==> config.mk <==
export PLATFORM = sky130hd
export DESIGN_NAME = pcs_grad
export DESIGN_NICKNAME = d
export VERILOG_FILES = /design/src/design/pcs_pkg.sv /design/src/design/pcs_grad.sv
export SDC_FILE = /design/constraint.sdc
export NUM_CORES = 2
export LEC_CHECK = 0
export BUFFER_PORTS_ARGS = -buffer_cell sky130_fd_sc_hd__buf_4
export CAP_MARGIN = 25
export CORE_MARGIN = 2
export CORE_UTILIZATION = 60
export CTS_BUF_LIST = sky130_fd_sc_hd__clkbuf_4 sky130_fd_sc_hd__clkbuf_8
export DETAILED_ROUTE_END_ITERATION = 10
export PLACE_DENSITY = 0.77
export SLEW_MARGIN = 25
export SYNTH_ARGS = -nofsm -noshare
export SYNTH_HDL_FRONTEND = slang
export SYNTH_SLANG_ARGS = --single-unit
export TNS_END_PERCENT = 10
==> constraint.sdc <==
create_clock -name clock -period 15.7 [get_ports clock]
set_input_delay 3.925 -clock clock [delete_from_list [all_inputs] [get_ports clock]]
set_output_delay 3.925 -clock clock [all_outputs]
set_load 0.005 [all_outputs]
==> src/design/pcs_pkg.sv <==
// Shared types, constants and tables of the point colormap shader.
package pcs_pkg;

   // Field and datapath widths
   localparam int VAL_W   = 32;
   localparam int DIFF_W  = VAL_W + 1;
   localparam int COLOR_W = 32;
   localparam int FRAC_W  = 16;
   localparam int T_W     = FRAC_W + 1;
   localparam int SEG_SHIFT = 14;
   localparam int U_W     = SEG_SHIFT + 1;
   localparam int STOP_W  = 7;
   localparam int SEG_W   = 3;
   localparam int NUM_W   = 21;
   localparam int ACC_W   = NUM_W + 3;
   localparam int MUL_W   = NUM_W + 8;
   localparam int Q_W     = 15;
   localparam int PROD_W  = 27;
   localparam int CH_W    = 8;

   // Channel scaling: ch = floor(num * 255 / (100 * 2^14))
   localparam int CH_SCALE    = 255;
   localparam int RECIP_MUL   = 5243;
   localparam int RECIP_SHIFT = 19;
   localparam int CH_MAX      = 244;
   localparam logic [CH_W-1:0] ALPHA_OPAQUE = 8'hFF;

   // Gradient stops in hundredths, channels r, g, b
   localparam int NUM_STOPS = 5;
   localparam int NUM_CHAN  = 3;
   localparam logic [STOP_W-1:0] GRAD_STOP [NUM_STOPS][NUM_CHAN] = '{
      '{7'd15, 7'd35, 7'd95},
      '{7'd10, 7'd85, 7'd95},
      '{7'd20, 7'd82, 7'd28},
      '{7'd96, 7'd86, 7'd22},
      '{7'd95, 7'd26, 7'd16}
   };
   localparam logic [SEG_W-1:0] SEG_LAST = 3'd3;

   // Register indexes of the configuration port
   localparam int CSR_IDX_W = 3;
   localparam logic [CSR_IDX_W-1:0] CSR_COLOR_MODE    = 3'd0;
   localparam logic [CSR_IDX_W-1:0] CSR_FRAME_HAS_INT = 3'd1;
   localparam logic [CSR_IDX_W-1:0] CSR_FRAME_HAS_RGB = 3'd2;
   localparam logic [CSR_IDX_W-1:0] CSR_INT_MIN       = 3'd3;
   localparam logic [CSR_IDX_W-1:0] CSR_INT_MAX       = 3'd4;
   localparam logic [CSR_IDX_W-1:0] CSR_HGT_MIN       = 3'd5;
   localparam logic [CSR_IDX_W-1:0] CSR_HGT_MAX       = 3'd6;

   localparam logic signed [VAL_W-1:0] BOUND_MIN_RESET = 32'sd0;
   localparam logic signed [VAL_W-1:0] BOUND_MAX_RESET = 32'sd65536;

   typedef enum logic [1:0] {
      MODE_FLAT      = 2'd0,
      MODE_INTENSITY = 2'd1,
      MODE_HEIGHT    = 2'd2,
      MODE_RGB       = 2'd3
   } mode_type;

   // How the normalized position t is formed
   typedef enum logic [1:0] {
      TSEL_DIV,
      TSEL_ZERO,
      TSEL_ONE,
      TSEL_HALF
   } tsel_type;

   // Color that skips the gradient, and whether it does
   typedef struct packed {
      logic                bypass;
      logic [COLOR_W-1:0]  color;
   } pcs_side_type;

   // Divider operands with the special-case selection
   typedef struct packed {
      tsel_type            tsel;
      logic [VAL_W-1:0]    num;
      logic [VAL_W-1:0]    den;
   } pcs_frac_type;

   // Normalized position before the gradient
   typedef struct packed {
      tsel_type            tsel;
      logic [FRAC_W-1:0]   quo;
   } pcs_t_type;

   function automatic logic [COLOR_W-1:0] mode_default(mode_type mode);
      logic [COLOR_W-1:0] color;
      unique case (mode)
         MODE_FLAT:      color = 32'hFFFFCE84;
         MODE_INTENSITY: color = 32'hFF5CD6FF;
         MODE_HEIGHT:    color = 32'hFF82E4AA;
         MODE_RGB:       color = 32'hFFFFFFFF;
         default:        color = 32'hFFFFFFFF;
      endcase
      return color;
   endfunction

endpackage

==> src/design/pcs_grad.sv <==
// Five-stop gradient: segment lookup, interpolation and channel scaling.
module pcs_grad (
   input  logic                            clock,
   input  logic                            reset,
   input  logic                            in_valid,
   output logic                            in_ready,
   input  pcs_pkg::pcs_t_type              in_t,
   input  pcs_pkg::pcs_side_type           in_side,
   output logic                            out_valid,
   input  logic                            out_ready,
   output logic [pcs_pkg::COLOR_W-1:0]     out_color
);
   import pcs_pkg::*;

   logic                 g1_v_ff, g2_v_ff, g3_v_ff, o_v_ff;
   logic                 g1_en, g2_en, g3_en, o_en;
   pcs_side_type         g1_side_ff, g2_side_ff, g3_side_ff;
   logic [NUM_W-1:0]     g1_num_ff  [NUM_CHAN];
   logic [NUM_W-1:0]     g1_num_in  [NUM_CHAN];
   logic [Q_W-1:0]       g2_q_ff    [NUM_CHAN];
   logic [Q_W-1:0]       g2_q_in    [NUM_CHAN];
   logic [PROD_W-1:0]    g3_prod_ff [NUM_CHAN];
   logic [PROD_W-1:0]    g3_prod_in [NUM_CHAN];
   logic [COLOR_W-1:0]   o_color_ff, o_color_in;

   // Ready chain through the output register
   assign o_en     = !o_v_ff  || out_ready;
   assign g3_en    = !g3_v_ff || o_en;
   assign g2_en    = !g2_v_ff || g3_en;
   assign g1_en    = !g1_v_ff || g2_en;
   assign in_ready = g1_en;

   // Form t, pick the segment and interpolate between its stops
   always_comb begin
      logic [T_W-1:0]            t;
      logic [SEG_W-1:0]          seg;
      logic [U_W-1:0]            u;
      logic [STOP_W-1:0]         a;
      logic [STOP_W-1:0]         b;
      logic signed [STOP_W:0]    slope;
      logic signed [ACC_W-1:0]   acc;
      case (in_t.tsel)
         TSEL_DIV:  t = {1'b0, in_t.quo};
         TSEL_ZERO: t = '0;
         TSEL_ONE:  t = T_W'(1 << FRAC_W);
         TSEL_HALF: t = T_W'(1 << (FRAC_W - 1));
         default:   t = '0;
      endcase
      if (t[FRAC_W]) begin
         seg = SEG_LAST;
         u   = U_W'(1 << SEG_SHIFT);
      end else begin
         seg = SEG_W'(t[FRAC_W-1:SEG_SHIFT]);
         u   = {1'b0, t[SEG_SHIFT-1:0]};
      end
      for (int c = 0; c < NUM_CHAN; c++) begin
         a     = GRAD_STOP[seg][c];
         b     = GRAD_STOP[seg + SEG_W'(1)][c];
         slope = $signed({1'b0, b}) - $signed({1'b0, a});
         acc   = (ACC_W'($signed({1'b0, a})) <<< SEG_SHIFT)
               + ACC_W'(slope) * ACC_W'($signed({1'b0, u}));
         g1_num_in[c] = acc[NUM_W-1:0];
      end
   end

   // Scale by 255 and drop the segment fraction, then multiply by 1/100
   always_comb begin
      logic [MUL_W-1:0] scaled;
      for (int c = 0; c < NUM_CHAN; c++) begin
         scaled        = MUL_W'(g1_num_ff[c]) * MUL_W'(CH_SCALE);
         g2_q_in[c]    = scaled[SEG_SHIFT +: Q_W];
         g3_prod_in[c] = PROD_W'(g2_q_ff[c]) * PROD_W'(RECIP_MUL);
      end
   end

   // Assemble the packed color, or pass the bypass color
   always_comb begin
      if (g3_side_ff.bypass) begin
         o_color_in = g3_side_ff.color;
      end else begin
         o_color_in = {ALPHA_OPAQUE,
                       g3_prod_ff[2][RECIP_SHIFT +: CH_W],
                       g3_prod_ff[1][RECIP_SHIFT +: CH_W],
                       g3_prod_ff[0][RECIP_SHIFT +: CH_W]};
      end
   end

   always_ff @(posedge clock) begin
      if (reset) begin
         g1_v_ff <= 1'b0;
         g2_v_ff <= 1'b0;
         g3_v_ff <= 1'b0;
         o_v_ff  <= 1'b0;
      end else begin
         if (g1_en) g1_v_ff <= in_valid;
         if (g2_en) g2_v_ff <= g1_v_ff;
         if (g3_en) g3_v_ff <= g2_v_ff;
         if (o_en)  o_v_ff  <= g3_v_ff;
      end
   end

   always_ff @(posedge clock) begin
      if (g1_en) begin
         g1_side_ff <= in_side;
         g1_num_ff  <= g1_num_in;
      end
      if (g2_en) begin
         g2_side_ff <= g1_side_ff;
         g2_q_ff    <= g2_q_in;
      end
      if (g3_en) begin
         g3_side_ff <= g2_side_ff;
         g3_prod_ff <= g3_prod_in;
      end
      if (o_en) begin
         o_color_ff <= o_color_in;
      end
   end

   assign out_valid = o_v_ff;
   assign out_color = o_color_ff;

`ifndef SYNTHESIS
   // Interpolated channels never pass the brightest stop
   a_chan_range: assert property (@(posedge clock) disable iff (reset)
      g3_v_ff && !g3_side_ff.bypass
      |-> (g3_prod_ff[0][RECIP_SHIFT +: CH_W] <= CH_W'(CH_MAX))
       && (g3_prod_ff[1][RECIP_SHIFT +: CH_W] <= CH_W'(CH_MAX))
       && (g3_prod_ff[2][RECIP_SHIFT +: CH_W] <= CH_W'(CH_MAX)))
      else $error("gradient channel above brightest stop");
`endif

endmodule

# After elaboration in Yosys (flattened, before gate mapping)
# Memories as Yosys holds them, arrays and structs flattened.
# Cells that the tools add are included.
# W data, S select, Z words.
totals:
  latch_bits: 0
  memories: 2
  ram_bits: 0
  regBits: 324
  wordCells: 63
  rom_bits: 336
mem_list:
  columns: ["name", "depth", "width", "rd", "rd_ports_with_merged_regs", "write_ports", "line", "text"]
  rows:
  - ["(no name shown)", 8, 21, 1, 0, 0, "pcs_grad.sv:58", "b = GRAD_STOP[seg + SEG_W'(1)][c];"]
  - ["(no name shown)", 8, 21, 1, 0, 0, "pcs_grad.sv:57", "a = GRAD_STOP[seg][c];"]
op_classes:
  bitwise_logic: 2
  eq_ne: 3
  multipliers: 9
  shift: 0
  mux: 8
  reduce_logical: 9
  n_lt_le_gt_ge: 2
  n_addsub: 7
  div: 0
op_table:
  columns: ["operator", "count"]
  rows:
  - ["$mul A21 B8 Y29 const B", 3]
  - ["$mux W21", 4]
  - ["$mul A15 B13 Y27 const B", 3]
  - ["$pmux W17 S4", 1]
  - ["$add A21 B21 Y21", 3]
  - ["$mul A8 B16 Y21", 3]
  - ["$mux W24", 1]
  - ["$sub A7 B7 Y8", 3]
  - ["$mux W15", 1]
  - ["$ge A4 B4 Y1 const B", 2]
  - ["$not A3 Y4", 2]
  - ["$eq A2 B2 Y1 const B", 2]
  - ["$logic_not A1 Y1", 4]
  - ["$logic_or A1 B1 Y1", 4]
  - ["$add A3 B1 Y3 const B", 1]
  - ["$eq A2 B1 Y1 const B", 1]
  - ["$logic_not A2 Y1", 1]
  - ["$mux W2", 1]

# Depth between registers and ports, before layout
logic_depth:
  depth_word: 11
  mapped_depth: 25
  depth_no_buf: 24

# Worst setup path before layout
# OpenSTA, ideal clock, no wires.
synth_timing:
  path_type: "input to output"
  start: "input out_ready"
  end: "output in_ready"
  slack_ns: 5.529
  t_required_ns: 11.775
  path_buffers: 0
  path_stages: 3
  t_arrival_ns: 6.246
  cell_sequence: "nor2b_1 -> and3_1 -> nand2_1"
synth_between:
  elab_chain_len: 4
synth_lines:
  columns: ["item", "line", "text"]
  rows:
  - ["start, declared", "pcs_grad.sv:10", "input logic out_ready,"]
  - ["$logic_or A1 B1 Y1", "pcs_grad.sv:27", "assign o_en = !o_v_ff || out_ready;"]
  - ["$logic_or A1 B1 Y1", "pcs_grad.sv:28", "assign g3_en = !g3_v_ff || o_en;"]
  - ["$logic_or A1 B1 Y1", "pcs_grad.sv:29", "assign g2_en = !g2_v_ff || g3_en;"]
  - ["$logic_or A1 B1 Y1", "pcs_grad.sv:30", "assign g1_en = !g1_v_ff || g2_en;"]
  - ["end, declared", "pcs_grad.sv:6", "output logic in_ready,"]
# No other way between the ends.

==> metrics <==
#FFs+latches synth=around 270; cell mode on critical path=inv_1; initial core utilization=around 61%; R2R Setup Slk=about 10000 ps; largest net degree at the start of global routing=79; Routed WL=73400 um; async set-reset flop share out of synthesis=0%; Critical Path Start Type=input pin; post-synthesis net count=5077; cells after synthesis=3712; Post-CTS Resized=0; die height=262 um; CP delay by family, top=adder cells; final hold vios=0; vias in the first global route=26500; Final Wtd Congestion=just over 0.9; maximum capacitance violations=0; Synth Area per Inst=approximately 11 um^2; First-pass DRT Iterations=9; clk buf depth=3; DRT antenna net count=0; Root Driver=clkbuf_8; core area=66000 um^2; drt wl/cell=roughly 16 um; final setup TNS=0 ps; Worst EP arrival=10500 ps; outcome=finished with violations; Reg clk slew, reported paths=70 ps; layout cells sized above 1=~5.7%; Post-CTS Hold Buffers=0; GRT Overall Usage=a little under a quarter; postcts setup bufs=0; CP Capture Type=flip-flop; CTS buffer count=45; Worst Hold Class=flip-flop to flip-flop; Slew Viols, Final=0; Die W=262 um; met1 Use GR=31.0%; Cell Chain, Critical Path=buf_4, inv_1, a21oi_1, inv_1, ha_1, nor2_1, nor2_1, fa_1, inv_1, fa_1, inv_1, fa_1, inv_1, fa_1, inv_1, ha_1, a2111oi_0, o21ai_0, nand2_1, o221ai_1, o41ai_1, xnor2_1; failing checks=design-rule violations; Residual DRC=1; Starting DRT DRC Count=1332; I/O pins=89; Max Clock Freq=98.7 MHz; slew of the pin with the lowest slew margin=between 800 and 900 ps; Cell variety after synth=69; number of flops mapped to enable cells by yosys=between 200 and 300; TritonCTS clock tree=built; minimum clock period=10140 ps; busiest layer in global routing=met2; critical path peak fanout=19; area grow syn2layout=6.30%; vias per std cell=5.21; Die ar.=68900 um^2; main flop type after synthesis=edfxtp_1; CP Class=input pin to flip-flop; Nets=5180; slowest CP cell=nor2_1; Final period util=64.6%; first-pass GRT wire length=127000 um; initial antenna violation count=0; Cell Area, Synth=40100 um^2; Clock Skews=54.6 ps; port bufs=88; Ys Warns=0; total grt overflow=0; RSZ-0062 raised after global routing=false; max_slew headroom=42.4%; register area share after synthesis=approximately a fifth; post-DP HPWL=63700 um; met3 GRT Util=under 10%; routed vias=24500; worst skew pair latency=slightly above 600 ps; Buf/Inv on CP=7; H-Tree Depth=2; Clock Sinks=266; CP required=16070 ps; critical path's largest stage delay=730 ps; met2 Usage GRT=38.4%; final setup fails=0; Core Rows=94
-- logic make-up after synthesis --
group,after synthesis,share of synthesized area [%]
other,1,0.00936
flip-flops,266,19.8
AO/OA/AOI/OAI,275,4.66
XOR/XNOR,135,2.95
multiplexers,25,0.699
buffers and inverters,1183,11.1
AND/OR/NAND/NOR,517,6.07
adder cells (fa/ha/maj),1310,54.7
-- flip-flops by register name, indices dropped and copies added (netlist names) --
signal	cells
g1_v_ff	1
g2_q_ff	45
g3_prod_ff	24
g3_v_ff	1
g1_side_ff	33
out_valid	1
g2_side_ff	33
out_color	32
g1_num_ff	62
g3_side_ff	33
g2_v_ff	1
-- Yosys cell counts (3+ instances only) --
| cell type | number | share of area, % |
|---|---|---|
| and2_1 | 7 | 0.11 |
| and3_1 | 59 | 0.92 |
| clkbuf_1 | 37 | 0.35 |
| nand4b_1 | 3 | 0.066 |
| nand2_1 | 98 | 0.92 |
| o2111ai_1 | 5 | 0.11 |
| o21ai_0 | 43 | 0.54 |
| ha_1 | 573 | 18 |
| clkinv_1 | 6 | 0.056 |
| mux2_2 | 24 | 0.67 |
| a211oi_1 | 9 | 0.17 |
| xor2_1 | 41 | 0.90 |
| or2_2 | 14 | 0.22 |
| o221ai_1 | 5 | 0.11 |
| nand4_1 | 10 | 0.16 |
| nand3_1 | 26 | 0.32 |
| a31oi_1 | 13 | 0.20 |
| nor3b_1 | 5 | 0.094 |
| o31a_1 | 4 | 0.087 |
| nor2b_1 | 15 | 0.23 |
| o21a_1 | 26 | 0.49 |
| o211ai_1 | 13 | 0.24 |
| nor3_1 | 25 | 0.31 |
| or3_1 | 6 | 0.094 |
| nand2b_1 | 23 | 0.36 |
| xnor2_1 | 94 | 2.1 |
| nor2_1 | 212 | 2.0 |
| nor4_1 | 3 | 0.047 |
| edfxtp_1 | 262 | 20 |
| inv_1 | 1137 | 11 |
| dfxtp_1 | 4 | 0.20 |
| a21oi_1 | 76 | 0.95 |
| fa_1 | 737 | 37 |
| nand3b_1 | 3 | 0.056 |
| a21o_1 | 36 | 0.67 |
| a2111oi_0 | 10 | 0.22 |
| o21bai_1 | 7 | 0.13 |
-- layer usage --
layer,share of wire [%],vias to the layer above
met4,2.3,0
met5,0,-
met1,45,12200
met2,49,597
li1,-,11600
met3,4.4,120
-- layout by cell type (no fill, tap or decap), drive strengths merged, types with 11 or more instances in the layout --
cell and n:
o21a 26, o21ai 44, nor3 25, nor2b 15, fa 737, and3 59
xnor2 94, nand3 26, clkinv 23, mux2 24, clkbuf 55, nor2 214
buf 96, o211ai 13, or2 14, a31oi 13, ha 573, inv 1138
a21o 37, edfxtp 262, a2111oi 11, xor2 41, a21oi 76, nand2b 23
nand2 98
-- cell type report --
class                           count  area [um^2]
Antenna cell                        1         2.50
Clock buffer                       55          694
Clock inverter                     22          141
Fill cell                        5059        23400
Inverter                         1143         4290
Multi-Input combinational cell   2263        27700
Sequential cell                   266         7950
Tap cell                          864         1080
Timing Repair Buffer               96          724
-- per-stage QoR --
| step | instance area [um^2] | hold slack [ps] | instances | utilization, % | setup slack [ps] |
|---|---|---|---|---|---|
| after floorplan | 40100 | 400 | 3712 | - | 5530 |
| after global placement | 41700 | 401 | 4632 | 63.3 | 5130 |
| after detailed placement | 41700 | 405 | 4632 | 63.3 | 4990 |
| after CTS | 42600 | 404 | 4709 | 64.5 | 5650 |
| after global routing | 42600 | 405 | 4709 | 64.6 | 5060 |
| final | 42600 | 398 | 4710 | 64.6 | 5560 |
-- worst paths after layout --
kind | from | cells past startpoint | endpoint
worst max-delay path | in_t[16] | 22 | g1_num_ff[61]
worst min register to register | g2_side_ff[11] | 0 | g3_side_ff[11]
worst max register to register | g1_num_ff[24] | 14 | g2_q_ff[24]
worst min-delay path | g2_side_ff[11] | 0 | g3_side_ff[11]
Power is left out: the tool's default activity adds up to more than one toggle a clock period on the data nets, which glitch-free logic cannot reach.
