==> src/design/pcs_pkg.sv <==
// Shared types, constants and tables of the point colormap shader.
package pcs_pkg;

   // Field and datapath widths
   localparam int VAL_W   = 32;
   localparam int DIFF_W  = VAL_W + 1;
   localparam int COLOR_W = 32;
   localparam int FRAC_W  = 16;
   localparam int T_W     = FRAC_W + 1;
   localparam int SEG_SHIFT = 14;
   localparam int U_W     = SEG_SHIFT + 1;
   localparam int STOP_W  = 7;
   localparam int SEG_W   = 3;
   localparam int NUM_W   = 21;
   localparam int ACC_W   = NUM_W + 3;
   localparam int MUL_W   = NUM_W + 8;
   localparam int Q_W     = 15;
   localparam int PROD_W  = 27;
   localparam int CH_W    = 8;

   // Channel scaling: ch = floor(num * 255 / (100 * 2^14))
   localparam int CH_SCALE    = 255;
   localparam int RECIP_MUL   = 5243;
   localparam int RECIP_SHIFT = 19;
   localparam int CH_MAX      = 244;
   localparam logic [CH_W-1:0] ALPHA_OPAQUE = 8'hFF;

   // Gradient stops in hundredths, channels r, g, b
   localparam int NUM_STOPS = 5;
   localparam int NUM_CHAN  = 3;
   localparam logic [STOP_W-1:0] GRAD_STOP [NUM_STOPS][NUM_CHAN] = '{
      '{7'd15, 7'd35, 7'd95},
      '{7'd10, 7'd85, 7'd95},
      '{7'd20, 7'd82, 7'd28},
      '{7'd96, 7'd86, 7'd22},
      '{7'd95, 7'd26, 7'd16}
   };
   localparam logic [SEG_W-1:0] SEG_LAST = 3'd3;

   // Register indexes of the configuration port
   localparam int CSR_IDX_W = 3;
   localparam logic [CSR_IDX_W-1:0] CSR_COLOR_MODE    = 3'd0;
   localparam logic [CSR_IDX_W-1:0] CSR_FRAME_HAS_INT = 3'd1;
   localparam logic [CSR_IDX_W-1:0] CSR_FRAME_HAS_RGB = 3'd2;
   localparam logic [CSR_IDX_W-1:0] CSR_INT_MIN       = 3'd3;
   localparam logic [CSR_IDX_W-1:0] CSR_INT_MAX       = 3'd4;
   localparam logic [CSR_IDX_W-1:0] CSR_HGT_MIN       = 3'd5;
   localparam logic [CSR_IDX_W-1:0] CSR_HGT_MAX       = 3'd6;

   localparam logic signed [VAL_W-1:0] BOUND_MIN_RESET = 32'sd0;
   localparam logic signed [VAL_W-1:0] BOUND_MAX_RESET = 32'sd65536;

   typedef enum logic [1:0] {
      MODE_FLAT      = 2'd0,
      MODE_INTENSITY = 2'd1,
      MODE_HEIGHT    = 2'd2,
      MODE_RGB       = 2'd3
   } mode_type;

   // How the normalized position t is formed
   typedef enum logic [1:0] {
      TSEL_DIV,
      TSEL_ZERO,
      TSEL_ONE,
      TSEL_HALF
   } tsel_type;

   // Color that skips the gradient, and whether it does
   typedef struct packed {
      logic                bypass;
      logic [COLOR_W-1:0]  color;
   } pcs_side_type;

   // Divider operands with the special-case selection
   typedef struct packed {
      tsel_type            tsel;
      logic [VAL_W-1:0]    num;
      logic [VAL_W-1:0]    den;
   } pcs_frac_type;

   // Normalized position before the gradient
   typedef struct packed {
      tsel_type            tsel;
      logic [FRAC_W-1:0]   quo;
   } pcs_t_type;

   function automatic logic [COLOR_W-1:0] mode_default(mode_type mode);
      logic [COLOR_W-1:0] color;
      unique case (mode)
         MODE_FLAT:      color = 32'hFFFFCE84;
         MODE_INTENSITY: color = 32'hFF5CD6FF;
         MODE_HEIGHT:    color = 32'hFF82E4AA;
         MODE_RGB:       color = 32'hFFFFFFFF;
         default:        color = 32'hFFFFFFFF;
      endcase
      return color;
   endfunction

endpackage

==> src/design/pcs_div.sv <==
// Pipelined restoring divider: one quotient bit of num * 2^16 / den per stage.
module pcs_div (
   input  logic                   clock,
   input  logic                   reset,
   input  logic                   in_valid,
   output logic                   in_ready,
   input  pcs_pkg::pcs_frac_type  in_frac,
   input  pcs_pkg::pcs_side_type  in_side,
   output logic                   out_valid,
   input  logic                   out_ready,
   output pcs_pkg::pcs_t_type     out_t,
   output pcs_pkg::pcs_side_type  out_side
);
   import pcs_pkg::*;

   localparam int STEPS = FRAC_W;

   logic [STEPS-1:0]   v_ff;
   logic [STEPS:0]     en;
   tsel_type           tsel_ff [STEPS];
   tsel_type           tsel_in [STEPS];
   logic [VAL_W-1:0]   rem_ff  [STEPS];
   logic [VAL_W-1:0]   rem_in  [STEPS];
   logic [VAL_W-1:0]   den_ff  [STEPS];
   logic [VAL_W-1:0]   den_in  [STEPS];
   logic [FRAC_W-1:0]  quo_ff  [STEPS];
   logic [FRAC_W-1:0]  quo_in  [STEPS];
   pcs_side_type       side_ff [STEPS];
   pcs_side_type       side_in [STEPS];
   logic [STEPS-1:0]   v_in;

   // Ready chain: a stage moves when empty or when the next stage moves
   always_comb begin
      en[STEPS] = out_ready;
      for (int k = STEPS - 1; k >= 0; k--) begin
         en[k] = !v_ff[k] || en[k+1];
      end
   end
   assign in_ready = en[0];

   // One shift, compare and subtract per stage
   always_comb begin
      logic [VAL_W-1:0]   src_rem;
      logic [FRAC_W-1:0]  src_quo;
      logic [VAL_W:0]     shifted;
      logic [VAL_W:0]     den_ext;
      logic               ge;
      for (int k = 0; k < STEPS; k++) begin
         if (k == 0) begin
            v_in[k]    = in_valid;
            tsel_in[k] = in_frac.tsel;
            den_in[k]  = in_frac.den;
            side_in[k] = in_side;
            src_rem    = in_frac.num;
            src_quo    = '0;
         end else begin
            v_in[k]    = v_ff[k-1];
            tsel_in[k] = tsel_ff[k-1];
            den_in[k]  = den_ff[k-1];
            side_in[k] = side_ff[k-1];
            src_rem    = rem_ff[k-1];
            src_quo    = quo_ff[k-1];
         end
         shifted   = {src_rem, 1'b0};
         den_ext   = {1'b0, den_in[k]};
         ge        = (shifted >= den_ext);
         rem_in[k] = ge ? VAL_W'(shifted - den_ext) : shifted[VAL_W-1:0];
         quo_in[k] = {src_quo[FRAC_W-2:0], ge};
      end
   end

   always_ff @(posedge clock) begin
      if (reset) begin
         v_ff <= '0;
      end else begin
         for (int k = 0; k < STEPS; k++) begin
            if (en[k]) v_ff[k] <= v_in[k];
         end
      end
   end

   always_ff @(posedge clock) begin
      for (int k = 0; k < STEPS; k++) begin
         if (en[k]) begin
            tsel_ff[k] <= tsel_in[k];
            rem_ff[k]  <= rem_in[k];
            den_ff[k]  <= den_in[k];
            quo_ff[k]  <= quo_in[k];
            side_ff[k] <= side_in[k];
         end
      end
   end

   assign out_valid  = v_ff[STEPS-1];
   assign out_t.tsel = tsel_ff[STEPS-1];
   assign out_t.quo  = quo_ff[STEPS-1];
   assign out_side   = side_ff[STEPS-1];

`ifndef SYNTHESIS
   // The partial remainder of a real quotient stays below the divisor
   a_rem_below_den: assert property (@(posedge clock) disable iff (reset)
      v_ff[STEPS-1] && (tsel_ff[STEPS-1] == TSEL_DIV)
      |-> (rem_ff[STEPS-1] < den_ff[STEPS-1]))
      else $error("divider remainder not below divisor");
`endif

endmodule

==> config.mk <==
export PLATFORM = sky130hd
export DESIGN_NAME = pcs_div
export DESIGN_NICKNAME = d
export VERILOG_FILES = /design/src/design/pcs_pkg.sv /design/src/design/pcs_div.sv
export SDC_FILE = /design/constraint.sdc
export NUM_CORES = 2
export LEC_CHECK = 0
export BUFFER_PORTS_ARGS = -buffer_cell sky130_fd_sc_hd__buf_2
export CELL_PAD_IN_SITES_DETAIL_PLACEMENT = 2
export CELL_PAD_IN_SITES_GLOBAL_PLACEMENT = 2
export CORE_MARGIN = 5
export CORE_UTILIZATION = 40
export CTS_BUF_LIST = sky130_fd_sc_hd__clkbuf_8 sky130_fd_sc_hd__clkbuf_16
export DETAILED_ROUTE_END_ITERATION = 7
export PLACE_DENSITY_LB_ADDON = 0.1
export SYNTH_ARGS = -nofsm -noshare
export SYNTH_HDL_FRONTEND = slang
export SYNTH_SLANG_ARGS = --single-unit
==> constraint.sdc <==
create_clock -name clock -period 11.8 [get_ports clock]
set_input_delay 1.18 -clock clock [delete_from_list [all_inputs] [get_ports clock]]
set_output_delay 1.18 -clock clock [all_outputs]
set_load 0.1 [all_outputs]
After elaboration in Yosys (flattened, before gate mapping)
Memory sizes are Yosys's and may differ from the RTL's.
Cells that the tools add are included.
{"block": "op_classes", "eq_ne": 0, "bitwise": 0, "n_reduce_logical": 32, "magnitude_cmp": 16, "muxes": 48, "div_mod_pow": 0, "n_shift": 0, "add_sub_neg": 16, "mul": 0}
{"operator": "$ge A33 B32 Y1", "n": 16}
{"operator": "$mux W32", "n": 16}
{"operator": "$sub A32 B32 Y32", "n": 16}
{"operator": "$mux W1", "n": 32}
{"operator": "$logic_not A1 Y1", "n": 16}
{"operator": "$logic_or A1 B1 Y1", "n": 16}
{"block": "word_totals", "memories": 5, "ram_bits": 1840, "reg_bits": 16, "out_inout_bits": 53, "rom_bits": 0, "latch_bits": 0}
{"name": "side_ff", "depth": 16, "width": 33, "read_ports": 16, "rd_ports_with_merged_regs": 0, "wr": 16, "line_no": "pcs_div.sv:28", "text": "pcs_side_type side_ff [STEPS];"}
{"name": "den_ff", "depth": 16, "width": 32, "read_ports": 15, "rd_ports_with_merged_regs": 0, "wr": 16, "line_no": "pcs_div.sv:24", "text": "logic [VAL_W-1:0] den_ff [STEPS];"}
{"name": "rem_ff", "depth": 16, "width": 32, "read_ports": 15, "rd_ports_with_merged_regs": 0, "wr": 16, "line_no": "pcs_div.sv:22", "text": "logic [VAL_W-1:0] rem_ff [STEPS];"}
{"name": "quo_ff", "depth": 16, "width": 16, "read_ports": 16, "rd_ports_with_merged_regs": 0, "wr": 16, "line_no": "pcs_div.sv:26", "text": "logic [FRAC_W-1:0] quo_ff [STEPS];"}
{"name": "tsel_ff", "depth": 16, "width": 2, "read_ports": 16, "rd_ports_with_merged_regs": 0, "wr": 16, "line_no": "pcs_div.sv:20", "text": "tsel_type tsel_ff [STEPS];"}

Logic depth before layout (Yosys ltp)
{"block": "logic_depth", "word_depth": 19, "ltp_mapped": 15, "ltp_nobuf": 13}

Worst setup path before layout
Ideal clock, no wire load.
{"block": "synth_path", "kind": "in2out", "startpoint": "in out_ready", "endpoint": "out in_ready", "path_slack_ns": 2.076, "required_ns": 10.620, "t_arrival_ns": 8.544, "path_stages": 10, "path_buffers": 1, "cell_sequence": "nor2b_1 inv_1 nor2_1 and2_1 and3_1 and3_1 and3_1 clkbuf_1 nand4_1 or2_2"}
{"block": "synth_via", "elab_chain_len": 16}
{"item": "start, declared", "line_no": "pcs_div.sv:10", "text": "input logic out_ready,"}
{"item": "$logic_or A1 B1 Y1", "line_no": "pcs_div.sv:36", "text": "en[k] = !v_ff[k] || en[k+1];"}
{"item": "named net en[15]", "line_no": "pcs_div.sv:19", "text": "logic [STEPS:0] en;"}
{"item": "$logic_or A1 B1 Y1 (14 in series)", "line_no": "pcs_div.sv:36"}
{"item": "named net en[1]", "line_no": "pcs_div.sv:19"}
{"item": "$logic_or A1 B1 Y1", "line_no": "pcs_div.sv:36"}
{"item": "end, declared", "line_no": "pcs_div.sv:6", "text": "output logic in_ready,"}
The timed path passes the listed nets, and every way through them passes these cells.

Worst setup path in the final report
Ends and elaborated chain as after synthesis.

==> results.py <==
metrics = {
    "die": {
        "fp.dieW_um": 465,
        "dieArea_um2": 216000,
        "die_y_um": 465,
        "coreArea_um2": 206000,
        "initial_core_util_pct": 40.1,
        "rows": 167,
        "boundaryPins": 156,
    },
    "cells_and_area": {
        "final_cell_mix": "1656 x edfxtp_1, 689 x inv_1, 511 x ha_1",
        "drive_gt1_share_pct": 8.25,
        "fillers": 20344,
        "area_delta_synth_final_pct": 11.9,
        "layout_commonest_cell": "edfxtp_1",
        "final_util_pct": 44.8,
        "nNetsFinal": 7409,
    },
    "worst_setup_path": {
        "regToRegEndpoint": "rem_ff[0][0]$_SDFFCE_PP0P_",
        "crit_family": "simple AND/OR/NAND/NOR gates",
        "criticalPathCategory": "in2out",
        "required_ns": 10.62,
        "worst_path_max_delay_cell": "or2_4",
        "reg2reg_from": "v_ff[15]$_SDFFE_PP0P_",
        "cp_common_cell": "and3_1",
        "critPathArrivalTime_ns": 5.31,
        "cpPeakStageDelay_ns": 0.53,
        "end_kind": "output port",
        "cp_max_fo": 46,
        "crit_chain": "buf_2, nor2b_1, inv_2, nor2_1, and2_1, and3_1, and3_1, and3_1, nand4_1, buf_4, or2_4, buf_2",
        "worst_r2r_path_depth": 11,
        "critPathBufInv": 4,
        "cp-start-kind": "input pin",
        "reg2reg_slack_ns": 6.94,
    },
    "status": {
        "outcome": "finished, final reports clean",
    },
    "sta": {
        "maxSlewViolCount": 0,
        "fin_tns_setup_ns": 0,
        "hold_ws_ns": 0.408,
        "finalHoldViolations": 0,
        "setup_ws_ns": 5.31,
        "rsz0062_at_grt": "no",
        "post-route-period-util_pct": 55.0,
        "fmax_ghz": 0.154,
        "relSlewSlack_pct": 10.4,
        "finClkSkew_ns": 0.0824,
        "final.min_clock_period_ns": 6.49,
        "setup_viol": 0,
        "tightestPinTransition_ns": 1.31,
    },
    "placement": {
        "post-place-ws_ns": 5.34,
        "place_congestion": 0.877,
        "dp_hpwl_mm": 189,
        "port_buffers": 155,
    },
    "yosys": {
        "synth_top_family_by_area": "compound AO/OA/AOI/OAI gates",
        "synth_simple_gate_area_share_pct": 7.53,
        "synth_adder_area_share_pct": 8.09,
        "mappedNetlistArea_um2": 82700,
        "syn_nets": 7224,
        "yosys.area.top_type": "edfxtp_1",
        "yosysWarnings": 0,
        "ys_seq_area_share_pct": 60.5,
        "synth.ff_latch_count": 1672,
        "syn_inst": 6595,
        "ys.flop_type": "edfxtp_1",
        "synth_top_area_share_pct": 60.1,
        "synth_edf_count": 1656,
        "synthTopCellsByArea": "edfxtp_1 60%, ha_1 7.7%, inv_1 3.0%, a21oi_1 2.8%, xnor2_1 2.5%",
        "synth_cell_type_count": 93,
        "avgSynthCellArea_um2": 12.5,
        "synth_compound_area_share_pct": 12.5,
        "synthMuxAreaShare_pct": 3.08,
        "synth-async-reset-ratio_pct": 0,
        "yosys.area_share.xor_xnor_pct": 4.17,
    },
    "clock_network": {
        "ctsHoldBuffers": 0,
        "root_buffer": "clkbuf_16",
        "clk_latency_ns": 0.86,
        "clk_pin_slew_ns": 0.07,
        "cts_made_buffers": 187,
        "cts_resized": 0,
        "cts_tree": "built",
        "cts_setup_buffers": 0,
        "htreeDepth": 4,
        "clk_path_buf_depth": 3,
        "cts_sinks": 1672,
    },
    "global_routing": {
        "grt_use_met1_pct": 23.7,
        "grt_antenna_before_repair": 6,
        "grt.overflow.total": 0,
        "grtUsageMet2_pct": 44.5,
        "grt_use_met3_pct": 2.73,
        "grt_max_degree": 87,
        "grt.total_usage_pct": 22.9,
        "grt_pass1_vias": 59695,
        "grt-busiest-layer": "met2",
        "grt_pass1_wl_mm": 378,
    },
    "power": {
        "pwr_density_cell_nw_per_um2": 278,
        "ir_drop_mv": 0.164,
        "power_uw": 25700,
        "swShare_pct": 38.1,
        "combPwrFrac_pct": 40.8,
        "intPower_uw": 15900,
        "power.leakage_uw": 0.0382,
        "clkPwrFrac_pct": 22.8,
        "seqPwrFrac_pct": 36.5,
        "power_switching_uw": 9810,
    },
    "min_path": {
        "hold_depth": 0,
        "hold_end": "quo_ff[1][125]$_DFFE_PP_",
        "hold_path_startpoint": "quo_ff[1][108]$_DFFE_PP_",
        "hold_path.class": "reg2reg",
    },
    "route": {
        "wl_per_cell_um": 25.8,
        "routed_wl_mm": 249,
        "vias": 52932,
        "via_per_inst": 5.48,
        "drc": 0,
        "drt_iter0_drc": 2840,
        "first_pass_iters": 5,
        "ant_nets": 0,
    },
    "job": {
        "drv_cap": 0,
    },
}
power groups by stage:
stage	clock (uW)	combinational, uW	sequential [uW]
after floorplan	0	7620	8890
after global placement	0	9770	9320
after detailed placement	0	10300	9490
after CTS	6020	10500	9400
after global routing	6300	11500	9480
final	5860	10500	9380
cell usage after synthesis, types with 12 or more instances:
| library cell | number |
|---|---|
| a2111oi_0 | 12 |
| a211o_1 | 20 |
| a211oi_1 | 57 |
| a21o_1 | 251 |
| a21oi_1 | 470 |
| a311oi_1 | 12 |
| a31oi_1 | 43 |
| a41o_1 | 12 |
| and2_1 | 25 |
| and3_1 | 52 |
| and4_1 | 19 |
| buf_2 | 24 |
| buf_4 | 55 |
| clkbuf_1 | 110 |
| dfxtp_1 | 16 |
| edfxtp_1 | 1656 |
| fa_1 | 15 |
| ha_1 | 511 |
| inv_1 | 653 |
| mux2_1 | 160 |
| mux2_2 | 55 |
| mux2i_1 | 13 |
| nand2_1 | 389 |
| nand2b_1 | 80 |
| nand3_1 | 96 |
| nand4_1 | 73 |
| nor2_1 | 331 |
| nor2b_1 | 76 |
| nor3_1 | 58 |
| nor4_1 | 12 |
| o211ai_1 | 33 |
| o21a_1 | 80 |
| o21ai_0 | 322 |
| o21ai_1 | 82 |
| o21bai_1 | 47 |
| o31a_1 | 23 |
| o31ai_1 | 33 |
| or3_1 | 31 |
| xnor2_1 | 235 |
| xor2_1 | 159 |
layer usage:
metal,wire [um],vias to the layer above
met5,0,-
met4,15100,0
met3,5780,588
met2,137000,981
met1,91300,26724
li1,-,24639
kinds of logic after synthesis:
family,after synthesis
flops,1672
simple gates,1294
xor+xnor,394
compound gates,1629
mux,228
buf+inv,852
fa+ha+maj,526
flip-flops by register name (all words and copies together), names as in the netlist:
register  count
v_ff         16
rem_ff      480
side_ff     528
den_ff      480
tsel_ff      32
quo_ff      136
cell type report:
type / count / area [um^2] / share of cell area [%]
tap: 2704 / 3380 / 3.66
clock inverter: 159 / 1410 / 1.53
multi-input combinational: 4071 / 29400 / 31.7
antenna: 4 / 10.0 / 0.0108
timing repair buffer: 192 / 1050 / 1.14
clock buffer: 193 / 4780 / 5.17
inverter: 656 / 2480 / 2.68
sequential: 1672 / 50000 / 54.1
worst max-delay path by stage:
stage                               start  endpoint  slack [ns]  cells past startpoint
floorplan                       out_ready  in_ready        2.08                     10
global placement                out_ready  in_ready        5.59                     12
detailed placement              out_ready  in_ready        5.34                     12
CTS                 v_ff[15]$_SDFFE_PP0P_  in_ready        5.21                     11
global route        v_ff[15]$_SDFFE_PP0P_  in_ready        5.03                     11
finish                          out_ready  in_ready        5.31                     12
worst reg2reg max path, delay by kind of cell (launching register included):
family | cells | cell delay (ns)
flip-flops | 1 | 0.34
buffers and inverters | 3 | 0.92
AND/OR/NAND/NOR | 8 | 3.19
through the flow:
stage | std cells | cell area [um^2]
after detailed placement | 9295 | 86300
after global placement | 9295 | 86300
after global routing | 9650 | 92500
after CTS | 9647 | 92500
final | 9651 | 92500
after floorplan | 6595 | 82700
Note: power is estimated with default switching activity, not from simulation.
