==> src/design/pcs_pkg.sv <==
// Shared types, constants and tables of the point colormap shader.
package pcs_pkg;

   // Field and datapath widths
   localparam int VAL_W   = 32;
   localparam int DIFF_W  = VAL_W + 1;
   localparam int COLOR_W = 32;
   localparam int FRAC_W  = 16;
   localparam int T_W     = FRAC_W + 1;
   localparam int SEG_SHIFT = 14;
   localparam int U_W     = SEG_SHIFT + 1;
   localparam int STOP_W  = 7;
   localparam int SEG_W   = 3;
   localparam int NUM_W   = 21;
   localparam int ACC_W   = NUM_W + 3;
   localparam int MUL_W   = NUM_W + 8;
   localparam int Q_W     = 15;
   localparam int PROD_W  = 27;
   localparam int CH_W    = 8;

   // Channel scaling: ch = floor(num * 255 / (100 * 2^14))
   localparam int CH_SCALE    = 255;
   localparam int RECIP_MUL   = 5243;
   localparam int RECIP_SHIFT = 19;
   localparam int CH_MAX      = 244;
   localparam logic [CH_W-1:0] ALPHA_OPAQUE = 8'hFF;

   // Gradient stops in hundredths, channels r, g, b
   localparam int NUM_STOPS = 5;
   localparam int NUM_CHAN  = 3;
   localparam logic [STOP_W-1:0] GRAD_STOP [NUM_STOPS][NUM_CHAN] = '{
      '{7'd15, 7'd35, 7'd95},
      '{7'd10, 7'd85, 7'd95},
      '{7'd20, 7'd82, 7'd28},
      '{7'd96, 7'd86, 7'd22},
      '{7'd95, 7'd26, 7'd16}
   };
   localparam logic [SEG_W-1:0] SEG_LAST = 3'd3;

   // Register indexes of the configuration port
   localparam int CSR_IDX_W = 3;
   localparam logic [CSR_IDX_W-1:0] CSR_COLOR_MODE    = 3'd0;
   localparam logic [CSR_IDX_W-1:0] CSR_FRAME_HAS_INT = 3'd1;
   localparam logic [CSR_IDX_W-1:0] CSR_FRAME_HAS_RGB = 3'd2;
   localparam logic [CSR_IDX_W-1:0] CSR_INT_MIN       = 3'd3;
   localparam logic [CSR_IDX_W-1:0] CSR_INT_MAX       = 3'd4;
   localparam logic [CSR_IDX_W-1:0] CSR_HGT_MIN       = 3'd5;
   localparam logic [CSR_IDX_W-1:0] CSR_HGT_MAX       = 3'd6;

   localparam logic signed [VAL_W-1:0] BOUND_MIN_RESET = 32'sd0;
   localparam logic signed [VAL_W-1:0] BOUND_MAX_RESET = 32'sd65536;

   typedef enum logic [1:0] {
      MODE_FLAT      = 2'd0,
      MODE_INTENSITY = 2'd1,
      MODE_HEIGHT    = 2'd2,
      MODE_RGB       = 2'd3
   } mode_type;

   // How the normalized position t is formed
   typedef enum logic [1:0] {
      TSEL_DIV,
      TSEL_ZERO,
      TSEL_ONE,
      TSEL_HALF
   } tsel_type;

   // Color that skips the gradient, and whether it does
   typedef struct packed {
      logic                bypass;
      logic [COLOR_W-1:0]  color;
   } pcs_side_type;

   // Divider operands with the special-case selection
   typedef struct packed {
      tsel_type            tsel;
      logic [VAL_W-1:0]    num;
      logic [VAL_W-1:0]    den;
   } pcs_frac_type;

   // Normalized position before the gradient
   typedef struct packed {
      tsel_type            tsel;
      logic [FRAC_W-1:0]   quo;
   } pcs_t_type;

   function automatic logic [COLOR_W-1:0] mode_default(mode_type mode);
      logic [COLOR_W-1:0] color;
      unique case (mode)
         MODE_FLAT:      color = 32'hFFFFCE84;
         MODE_INTENSITY: color = 32'hFF5CD6FF;
         MODE_HEIGHT:    color = 32'hFF82E4AA;
         MODE_RGB:       color = 32'hFFFFFFFF;
         default:        color = 32'hFFFFFFFF;
      endcase
      return color;
   endfunction

endpackage

==> src/design/pcs_norm.sv <==
// Front end: mode selection, bound differences and special-case classification.
module pcs_norm (
   input  logic                              clock,
   input  logic                              reset,
   input  logic                              in_valid,
   output logic                              in_ready,
   input  pcs_pkg::mode_type                 shade_mode,
   input  logic                              frame_has_intensity,
   input  logic                              frame_has_rgb,
   input  logic signed [pcs_pkg::VAL_W-1:0]  intensity_min,
   input  logic signed [pcs_pkg::VAL_W-1:0]  intensity_max,
   input  logic signed [pcs_pkg::VAL_W-1:0]  height_min,
   input  logic signed [pcs_pkg::VAL_W-1:0]  height_max,
   input  logic signed [pcs_pkg::VAL_W-1:0]  point_height,
   input  logic signed [pcs_pkg::VAL_W-1:0]  point_intensity,
   input  logic                              point_has_intensity,
   input  logic                              point_has_rgb,
   input  logic [pcs_pkg::COLOR_W-1:0]       point_color,
   output logic                              out_valid,
   input  logic                              out_ready,
   output pcs_pkg::pcs_frac_type             out_frac,
   output pcs_pkg::pcs_side_type             out_side
);
   import pcs_pkg::*;

   logic                      s1_v_ff;
   logic                      s1_en;
   pcs_side_type              s1_side_ff, s1_side_in;
   logic signed [DIFF_W-1:0]  s1_diff_ff, s1_diff_in;
   logic signed [DIFF_W-1:0]  s1_offs_ff, s1_offs_in;

   logic                      s2_v_ff;
   logic                      s2_en;
   pcs_side_type              s2_side_ff;
   pcs_frac_type              s2_frac_ff, s2_frac_in;

   // Advance a stage when it is empty or the next one advances
   assign s2_en    = !s2_v_ff || out_ready;
   assign s1_en    = !s1_v_ff || s2_en;
   assign in_ready = s1_en;

   // Pick the value and bounds, form differences at full width
   always_comb begin
      logic                      use_int;
      logic                      use_hgt;
      logic                      rgb_pass;
      logic signed [VAL_W-1:0]   v_sel;
      logic signed [VAL_W-1:0]   lo_sel;
      logic signed [VAL_W-1:0]   hi_sel;
      use_int  = (shade_mode == MODE_INTENSITY) && frame_has_intensity && point_has_intensity;
      use_hgt  = (shade_mode == MODE_HEIGHT);
      rgb_pass = (shade_mode == MODE_RGB) && frame_has_rgb && point_has_rgb;
      v_sel    = use_int ? point_intensity : point_height;
      lo_sel   = use_int ? intensity_min   : height_min;
      hi_sel   = use_int ? intensity_max   : height_max;
      s1_diff_in = DIFF_W'(hi_sel) - DIFF_W'(lo_sel);
      s1_offs_in = DIFF_W'(v_sel) - DIFF_W'(lo_sel);
      s1_side_in.bypass = !(use_int || use_hgt);
      s1_side_in.color  = rgb_pass ? point_color : mode_default(shade_mode);
   end

   // Classify: empty range, below, above, or a real quotient
   always_comb begin
      logic d_pos;
      logic n_pos;
      d_pos = !s1_diff_ff[DIFF_W-1] && (s1_diff_ff != '0);
      n_pos = !s1_offs_ff[DIFF_W-1] && (s1_offs_ff != '0);
      if (!d_pos) begin
         s2_frac_in.tsel = TSEL_HALF;
      end else if (!n_pos) begin
         s2_frac_in.tsel = TSEL_ZERO;
      end else if (s1_offs_ff >= s1_diff_ff) begin
         s2_frac_in.tsel = TSEL_ONE;
      end else begin
         s2_frac_in.tsel = TSEL_DIV;
      end
      s2_frac_in.num = s1_offs_ff[VAL_W-1:0];
      s2_frac_in.den = s1_diff_ff[VAL_W-1:0];
   end

   always_ff @(posedge clock) begin
      if (reset) begin
         s1_v_ff <= 1'b0;
         s2_v_ff <= 1'b0;
      end else begin
         if (s1_en) s1_v_ff <= in_valid;
         if (s2_en) s2_v_ff <= s1_v_ff;
      end
   end

   always_ff @(posedge clock) begin
      if (s1_en) begin
         s1_side_ff <= s1_side_in;
         s1_diff_ff <= s1_diff_in;
         s1_offs_ff <= s1_offs_in;
      end
      if (s2_en) begin
         s2_side_ff <= s1_side_ff;
         s2_frac_ff <= s2_frac_in;
      end
   end

   assign out_valid = s2_v_ff;
   assign out_frac  = s2_frac_ff;
   assign out_side  = s2_side_ff;

`ifndef SYNTHESIS
   // A request sent to the divider has 0 < num < den
   a_div_operands: assert property (@(posedge clock) disable iff (reset)
      s2_v_ff && (s2_frac_ff.tsel == TSEL_DIV)
      |-> (s2_frac_ff.num != '0) && (s2_frac_ff.num < s2_frac_ff.den))
      else $error("divider operands out of range");
`endif

endmodule

==> config.mk <==
export PLATFORM = sky130hd
export DESIGN_NAME = pcs_norm
export DESIGN_NICKNAME = d
export VERILOG_FILES = /design/src/design/pcs_pkg.sv /design/src/design/pcs_norm.sv
export SDC_FILE = /design/constraint.sdc
export NUM_CORES = 1
export LEC_CHECK = 0
export BUFFER_PORTS_ARGS = -buffer_cell sky130_fd_sc_hd__buf_2
export CORE_ASPECT_RATIO = 1.25
export CORE_MARGIN = 2
export CORE_UTILIZATION = 40
export CTS_BUF_LIST = sky130_fd_sc_hd__clkbuf_8
export CTS_CLUSTER_SIZE = 8
export DETAILED_ROUTE_END_ITERATION = 6
export PLACE_DENSITY = 0.66
export SKIP_CTS_REPAIR_TIMING = 1
export SYNTH_ARGS = -nofsm -noshare
export SYNTH_HDL_FRONTEND = slang
export SYNTH_SLANG_ARGS = --single-unit
==> constraint.sdc <==
create_clock -name clock -period 5.6 [get_ports clock]
set_clock_uncertainty 0.2 [all_clocks]
set_input_delay 1.4 -clock clock [delete_from_list [all_inputs] [get_ports clock]]
set_output_delay 1.4 -clock clock [all_outputs]
set_load 0.05 [all_outputs]
# After elaboration in Yosys (flattened, before gate mapping)
# Cells that the tools add are included.
# totals
register_bits	200
input_bits	234
out_inout_bits	101
elab_cells	43
# op_classes
n_addsub	2
order_cmp	1
n_eq_ne	3
muxes	7
n_reduce_logical	18
# ops
cell	n
$mux 32	4
$pmux 32 s4	1
$reduce_bool 33->1	2
$sub 32x32->33	2
$ge 33x33->1	1
$logic_and 1x1->1	6
$logic_not 1->1	5
$eq 2x2->1 const B	2
$mux 2	2
$logic_or 1x1->1	3
$eq 2x1->1 const B	1
$logic_not 2->1	1
$reduce_and 2->1	1

# Longest topological paths before layout
# Gate-level depths: netlist of run 1.
# logic_depth
depth_word	5
mapped_depth	23
ltp_nobuf	16

# Worst setup path after synthesis of run 1
# Ideal clock, no wire load.
# synth_path
path_type	input to register
startpoint	in shade_mode[1]
endpoint	reg s1_diff_ff[26] (data pin)
setup_time_ns	0.259
arrival_time_ns	5.364
slack_ns	-0.224
stages	21
n_path_buf	6
cell_sequence	inv_1 > ha_1 > buf_4 > nand3_4 > buf_6 > buf_2 > buf_1 > clkbuf_1 > mux2i_1 > ha_1 > clkbuf_1 > a21oi_1 > maj3_1 > o211ai_1 > o21ai_0 > o31a_1 > o31a_1 > o21ai_2 > nor2b_1 > a31oi_1 > xnor2_1
# synth_between
elab_chain_len	5
# synth_rtl
item	line	source
start, declared	pcs_norm.sv:7	input pcs_pkg::mode_type shade_mode,
$eq 2x1->1 (*)	pcs_norm.sv:50	use_int = (shade_mode == MODE_INTENSITY) && frame_has_intensity && point_has_intensity;
$logic_and 1x1->1 (*) (2 in a row)	pcs_norm.sv:50	
$mux 32, on equally long branches	pcs_norm.sv:55, pcs_norm.sv:54	
$sub 32x32->33 (*)	pcs_norm.sv:56	s1_diff_in = DIFF_W'(hi_sel) - DIFF_W'(lo_sel);
net s1_diff_in[26]	pcs_norm.sv:29	logic signed [DIFF_W-1:0] s1_diff_ff, s1_diff_in;
end signal, assigned	pcs_norm.sv:94	s1_diff_ff <= s1_diff_in;
end, declared	pcs_norm.sv:29	
# The timed path passes the listed nets; every way through them passes the cells marked *.
# A chain may end at the register's enable or synchronous reset.

# Worst setup path in the final report of run 1
# layout_path
startpoint	in shade_mode[1]
endpoint	reg s1_offs_ff[32] (data pin)
# layout_between
elab_chain_len	5
# layout_rtl
item	line	source
$eq 2x1->1 (*)	pcs_norm.sv:50	
$logic_and 1x1->1 (*) (2 in a row)	pcs_norm.sv:50	
$mux 32, on equally long branches	pcs_norm.sv:53, pcs_norm.sv:54	
$sub 32x32->33 (*)	pcs_norm.sv:57	s1_offs_in = DIFF_W'(v_sel) - DIFF_W'(lo_sel);
net s1_offs_in[32]	pcs_norm.sv:30	logic signed [DIFF_W-1:0] s1_offs_ff, s1_offs_in;
end signal, assigned	pcs_norm.sv:95	s1_offs_ff <= s1_offs_in;
end, declared	pcs_norm.sv:30	
# Marks and branches as above.

==> results of run 1 <==
==> per-layer routing <==
metal | track usage | wire length (um) | up-vias
met5 | 0 | 0 | -
met4 | 0.0800 | 1060 | 0
met3 | 0.0261 | 1750 | 58
met2 | 0.357 | 17000 | 348
met1 | 0.261 | 14700 | 4755
li1 | - | - | 5106
==> flip-flops by register name, indices dropped and copies added, names as in the netlist <==
register    cells
s1_side_ff     33
s1_offs_ff     33
s1_v_ff         1
s1_diff_ff     33
out_side       33
out_valid       1
out_frac       66
==> area by class of cell <==
cell class	instances	area, um^2
Fill cell	2945	15800
Clock inverter	15	178
Multi-Input combinational cell	925	6220
Timing Repair Buffer	353	1840
Sequential cell	200	5990
Tap cell	407	509
Clock buffer	17	234
Inverter	51	194
==> power breakdown <==
group          switching (mW)  leakage [nW]  internal [mW]
Combinational            1.22          4.72          0.589
Sequential              0.195          2.02           2.02
Clock                   0.540         0.202          0.379
Total                    1.96          6.94           2.99
==> critical path, stage by stage <==
cell       delay (ns)
buf_2            0.13
inv_1            0.08
ha_1             0.31
buf_4            0.22
and3_2           0.27
buf_4            0.27
nor2_1           0.07
a21oi_1          0.13
ha_1             0.17
a311o_1          0.16
o21ai_1          0.11
a311o_1          0.38
a31oi_1          0.33
a41o_1           0.38
a21oi_1          0.17
o2111ai_1        0.23
o21ai_0          0.11
==> logic make-up (layout without fill, tap and decap cells) <==
family | after synthesis | in the layout
XOR/XNOR | 83 | 83
AO/OA/AOI/OAI | 274 | 274
buffers and inverters | 98 | 436
multiplexers | 35 | 35
flip-flops | 200 | 200
AND/OR/NAND/NOR | 431 | 431
adder cells (fa/ha/maj) | 102 | 102
==> cell usage in the layout, fill, tap and decap left out, types with 32 or more instances in the layout <==
cell | netlist | layout
nand2b_1 | 37 | 37
a21o_1 | 63 | 63
buf_2 | 5 | 334
xor2_1 | 32 | 32
nor2b_1 | 33 | 33
o21ai_0 | 42 | 42
nor2_1 | 60 | 60
xnor2_1 | 51 | 51
nand2_1 | 207 | 206
inv_1 | 51 | 50
ha_1 | 90 | 90
a21oi_1 | 68 | 68
edfxtp_1 | 198 | 198
mux2i_1 | 34 | 34
==> how the worst min path moves through the flow <==
stage | startpoint | to | slack (ns) | cells after the start
CTS | s1_side_ff[26] | out_side[26] | 0.23 | 0
detailed placement | s1_side_ff[26] | out_side[26] | 0.21 | 0
global route | s1_side_ff[26] | out_side[26] | 0.23 | 0
finish | s1_side_ff[26] | out_side[26] | 0.22 | 0
global placement | s1_side_ff[15] | out_side[15] | 0.20 | 0
floorplan | s1_side_ff[0] | out_side[0] | 0.20 | 0
==> impl_metrics.csv, run 1 <==
group,metric,value,unit
status,status,"complete, no violations",
timing,hold_viol_final,0,
floorplanning,die_w,163,um
floorplanning,die_h,202,um
placement,port_buffers,334,
detailed_routing,wl,34600,um
detailed_routing,routed_via_density,5.22,
timing,min_period_over_period,0.877,
detailed_routing,initialDrtViolationCount,697,
run,max_cap_violations,0,
cells_and_area,diodes,0,
cts,cts-root-buf,"clkbuf_8",
logic_synthesis,synth_compound_area_frac,0.148,
setup_path,critPathKind,"primary input to flop",
logic_synthesis,synth_xor_area_frac,0.0577,
pwr,peakVddDrop,0.169,mV
logic_synthesis,synthMuxAreaShare,0.0288,
setup_path,critPathLaunch,"shade_mode[1]",
timing,tightestPinTransition,1.21,ns
timing,worst_slack,0.686,ns
pwr,powerDensity,327,mW/mm^2
cells_and_area,fin_util,0.489,
timing,min_period,4.91,ns
timing,fmax,204,MHz
timing,setup_viol,0,
logic_synthesis,synth-main-ff-cell,"edfxtp_1",
logic_synthesis,yosys.area_share.simple,0.160,
placement,place_ws,0.221,ns
cells_and_area,nets,1872,
logic_synthesis,synth_cells,1223,
floorplanning,die-area,0.0329,mm^2
detailed_routing,drc,0,
logic_synthesis,avgSynthCellArea,10.3,um^2
logic_synthesis,synth_nets,1547,
cells_and_area,final_cell_area,0.0152,mm^2
grt,antenna_found_initial,0,
placement,gp_congestion,0.923,
cts,cts_tree,"built",
logic_synthesis,yosys.area.top_type_share,0.472,
grt,grt_pass1_vias,10100,
detailed_routing,drt_first_pass_iters,5,
pwr,p_leak,6.94,nW
detailed_routing,route.detailed.wl_per_inst,17.6,um
logic_synthesis,synth.distinct_cells,65,
timing,rsz0062_at_grt,"no",
placement,place_area,0.0147,mm^2
cts,clk_pin_slew,0.11,ns
logic_synthesis,ys_seq_area_frac,0.475,
setup_path,reg2reg_depth,11,
detailed_routing,vias,10300,
cts,clkLatencyLatePin,0.46,ns
logic_synthesis,synth_area_leader_cell,"edfxtp_1",
logic_synthesis,synth_top_family_by_area,"simple AND/OR/NAND/NOR gates",
placement,dp_hpwl,28400,um
logic_synthesis,synth-edff-count,198,
setup_path,critPathCaptureType,"flop",
logic_synthesis,async_flop_share,0,
setup_path,crit_fanout,20,
setup_path,crit_end,"s1_offs_ff[32]",
cts,htree_num_levels,4,
cts,cts_buffer_depth,2,
logic_synthesis,netlist_area,0.0126,mm^2
logic_synthesis,synth_fa_ha_area_frac,0.0990,
grt,grt_max_degree,76,
logic_synthesis,synthTopCellsByArea,"edfxtp_1 47%, ha_1 8.9%, nand2_1 6.2%",
setup_path,reg2reg_from,"s1_offs_ff[1]",
placement,post-place-cells,1936,
timing,slew_violations,0,
cells_and_area,syn_to_final_growth,20.4,%
grt,track_usage,0.206,
grt,grt_overflow,0,
logic_synthesis,synth_top_cells_by_count,"207 x nand2_1, 198 x edfxtp_1, 90 x ha_1, 68 x a21oi_1, 63 x a21o_1",
timing,tns,0,ns
worst_hold_path,hp-class,"flop to flop",
floorplanning,pin_count,335,
cts,numCtsBuffers,17,
setup_path,rrSetupSlack,2.87,ns
grt,grt_first_pass_wirelength,53000,um
logic_synthesis,yosys_warnings,0,
logic_synthesis,synth_seq_cells,200,
cells_and_area,drive_above_1_share,0.258,
logic_synthesis,synth_most_common_cell,"nand2_1",
pwr,power,4.95,mW
setup_path,worstSetupStartpointType,"primary input",
floorplanning,rows,72,
timing,hold_ws,0.224,ns
setup_path,timing.rr.end,"out_frac[65]",
floorplanning,start_util,0.406,
setup_path,crit_arrival,4.93,ns
cts,cts_sinks,200,
cells_and_area,final-instance-count-excl-fill,1968,
detailed_routing,postRouteAntennaNets,0,
timing,maxSlewHeadroom,0.195,
setup_path,cp.required,5.62,ns
floorplanning,fp.coreArea,0.0310,mm^2
Note: power is estimated with default switching activity, not from simulation.
==> run 2: changes to the inputs <==
--- a/config.mk
+++ b/config.mk
@@ -6,13 +6,15 @@
 export NUM_CORES = 1
 export LEC_CHECK = 0
 export BUFFER_PORTS_ARGS = -buffer_cell sky130_fd_sc_hd__buf_2
+export CELL_PAD_IN_SITES_DETAIL_PLACEMENT = 0
+export CELL_PAD_IN_SITES_GLOBAL_PLACEMENT = 1
 export CORE_ASPECT_RATIO = 1.25
 export CORE_MARGIN = 2
-export CORE_UTILIZATION = 40
+export CORE_UTILIZATION = 38
 export CTS_BUF_LIST = sky130_fd_sc_hd__clkbuf_8
 export CTS_CLUSTER_SIZE = 8
 export DETAILED_ROUTE_END_ITERATION = 6
-export PLACE_DENSITY = 0.66
+export PLACE_DENSITY_LB_ADDON = 0.1
 export SKIP_CTS_REPAIR_TIMING = 1
 export SYNTH_ARGS = -nofsm -noshare
 export SYNTH_HDL_FRONTEND = slang
==> run 2 against run 1 <==
Critical path depth unchanged. Die area rose by 5.1%. Worst hold slack lost 0.0011 ns. Power up 1.2%. Design area increased by 0.50%. Sequential share of layout area is 0.20 points lower. Global-route usage decreased by 0.19 points. Wire length up 4.2%. Largest cell class unchanged. Largest power group unchanged.
==> impl_metrics.csv, run 2 (synthesis results as in run 1) <==
group,metric,value,unit
floorplanning,die-area,0.0346,mm^2
cells_and_area,final-instance-count-excl-fill,1986,
cts,clk_pin_slew,0.10,ns
placement,port_buffers,334,
pwr,comb_power_share,0.361,
detailed_routing,routed_via_density,5.09,
detailed_routing,drc,0,
cts,cts_sinks,200,
setup_path,critPathTopFamily,"simple AND/OR/NAND/NOR gates",
grt,use_met1,0.259,
detailed_routing,drt_first_pass_iters,5,
timing,tightestPinTransition,0.879,ns
cells_and_area,fin_util,0.466,
setup_path,crit_slowest_cell,"and3_2",
setup_path,crit_arrival,4.99,ns
timing,fmax,201,MHz
setup_path,critPathKind,"primary input to flop",
timing,tns,0,ns
detailed_routing,postRouteAntennaNets,0,
detailed_routing,vias,10100,
detailed_routing,initialDrtViolationCount,599,
floorplanning,fp.coreArea,0.0327,mm^2
cells_and_area,nets,1878,
cts,cts_tree,"built",
setup_path,crit_fanout,26,
grt,top_usage_layer,"met2",
pwr,power,5.01,mW
cts,cts-root-buf,"clkbuf_8",
cts,clkLatencyLatePin,0.47,ns
setup_path,cp.required,5.62,ns
timing,hold_ws,0.223,ns
cts,cts_buffer_depth,2,
cells_and_area,largest_reg_flops,66,
floorplanning,die_w,167,um
pwr,p_leak,6.99,nW
cts,htree_num_levels,4,
placement,post-place-cells,1953,
placement,gp_congestion,0.843,
pwr,peakVddDrop,0.255,mV
grt,grt_pass1_vias,10000,
floorplanning,die_h,208,um
status,status,"complete, no violations",
cells_and_area,syn_to_final_growth,21.0,%
pwr,intPower,3.03,mW
pwr,powerDensity,329,mW/mm^2
detailed_routing,wl,36000,um
timing,rsz0062_at_grt,"no",
pwr,seqPwrFrac,0.446,
grt,grt_first_pass_wirelength,54900,um
floorplanning,rows,74,
pwr,p_sw,1.97,mW
grt,grt_max_degree,72,
timing,hold_viol_final,0,
timing,min_period_over_period,0.887,
pwr,clockPowerShare,0.192,
grt,track_usage,0.204,
grt,antenna_found_initial,0,
setup_path,critPathCaptureType,"flop",
cells_and_area,drive_above_1_share,0.260,
setup_path,path_buf_inv,3,
worst_hold_path,hp-class,"flop to flop",
grt,grt_util_met3,0.0269,
run,max_cap_violations,0,
floorplanning,start_util,0.385,
timing,maxSlewHeadroom,0.414,
floorplanning,pin_count,335,
timing,slew_violations,0,
pwr,switching_share,0.394,
cells_and_area,final_cell_mix,"334 x buf_2, 206 x nand2_1, 198 x edfxtp_1",
detailed_routing,route.detailed.wl_per_inst,18.1,um
setup_path,worstSetupStartpointType,"primary input",
grt,grt_overflow,0,
placement,dp_hpwl,29700,um
grt,grt.met2_usage,0.368,
timing,setup_viol,0,
cells_and_area,layout_commonest_cell,"buf_2",
setup_path,worstPathCellList,"buf_2 > inv_1 > ha_1 > and3_2 > buf_4 > nand2_1 > nand2_1 > ha_1 > nand4_1 > nor2_1 > a21oi_1 > o21ai_0 > a21o_1 > a41o_1 > or3_1 > a31oi_1 > xnor2_1",
timing,min_period,4.97,ns
setup_path,max_stage_delay,0.62,ns
cts,numCtsBuffers,17,
-- run 2: path summary, 6_finish.rpt --
check,startpoint,depth (start not counted),slack [ns],to
worst min register to register,s1_side_ff[0],0,0.22,out_side[0]
worst max-delay path,shade_mode[1],17,0.63,s1_offs_ff[30]
worst max register to register,s1_offs_ff[1],11,2.95,out_frac[65]
worst min-delay path,s1_side_ff[0],0,0.22,out_side[0]
-- run 2: power groups by stage --
stage / registers, mW / logic (mW) / clock network, mW
finish: 2.23 / 1.81 / 0.963
global route: 2.27 / 1.97 / 1.05
CTS: 2.24 / 1.82 / 0.994
detailed placement: 2.27 / 1.81 / 0
global placement: 2.27 / 1.81 / 0
floorplan: 2.70 / 0.772 / 0
-- run 2: area by class of cell --
cell class	instances	area, um^2
sequential	200	5990
timing repair buffer	359	1880
inverter	51	194
tap	418	523
fill	3181	17400
clock inverter	15	193
multi-input combinational	925	6220
antenna	1	2.50
clock buffer	17	234
-- run 2: per-stage QoR --
stage	instance area (um^2)	setup slack, ns
final	15200	0.631
after global routing	15200	0.309
after floorplan	12600	0.0446
after CTS	15200	0.627
after detailed placement	14800	0.117
after global placement	14800	0.169
-- run 2: layer usage --
layer  vias to the layer above  share of wire
li1                       5123              -
met1                      4705           0.44
met2                       259           0.51
met3                        28          0.038
met4                         0          0.016
met5                         -              0
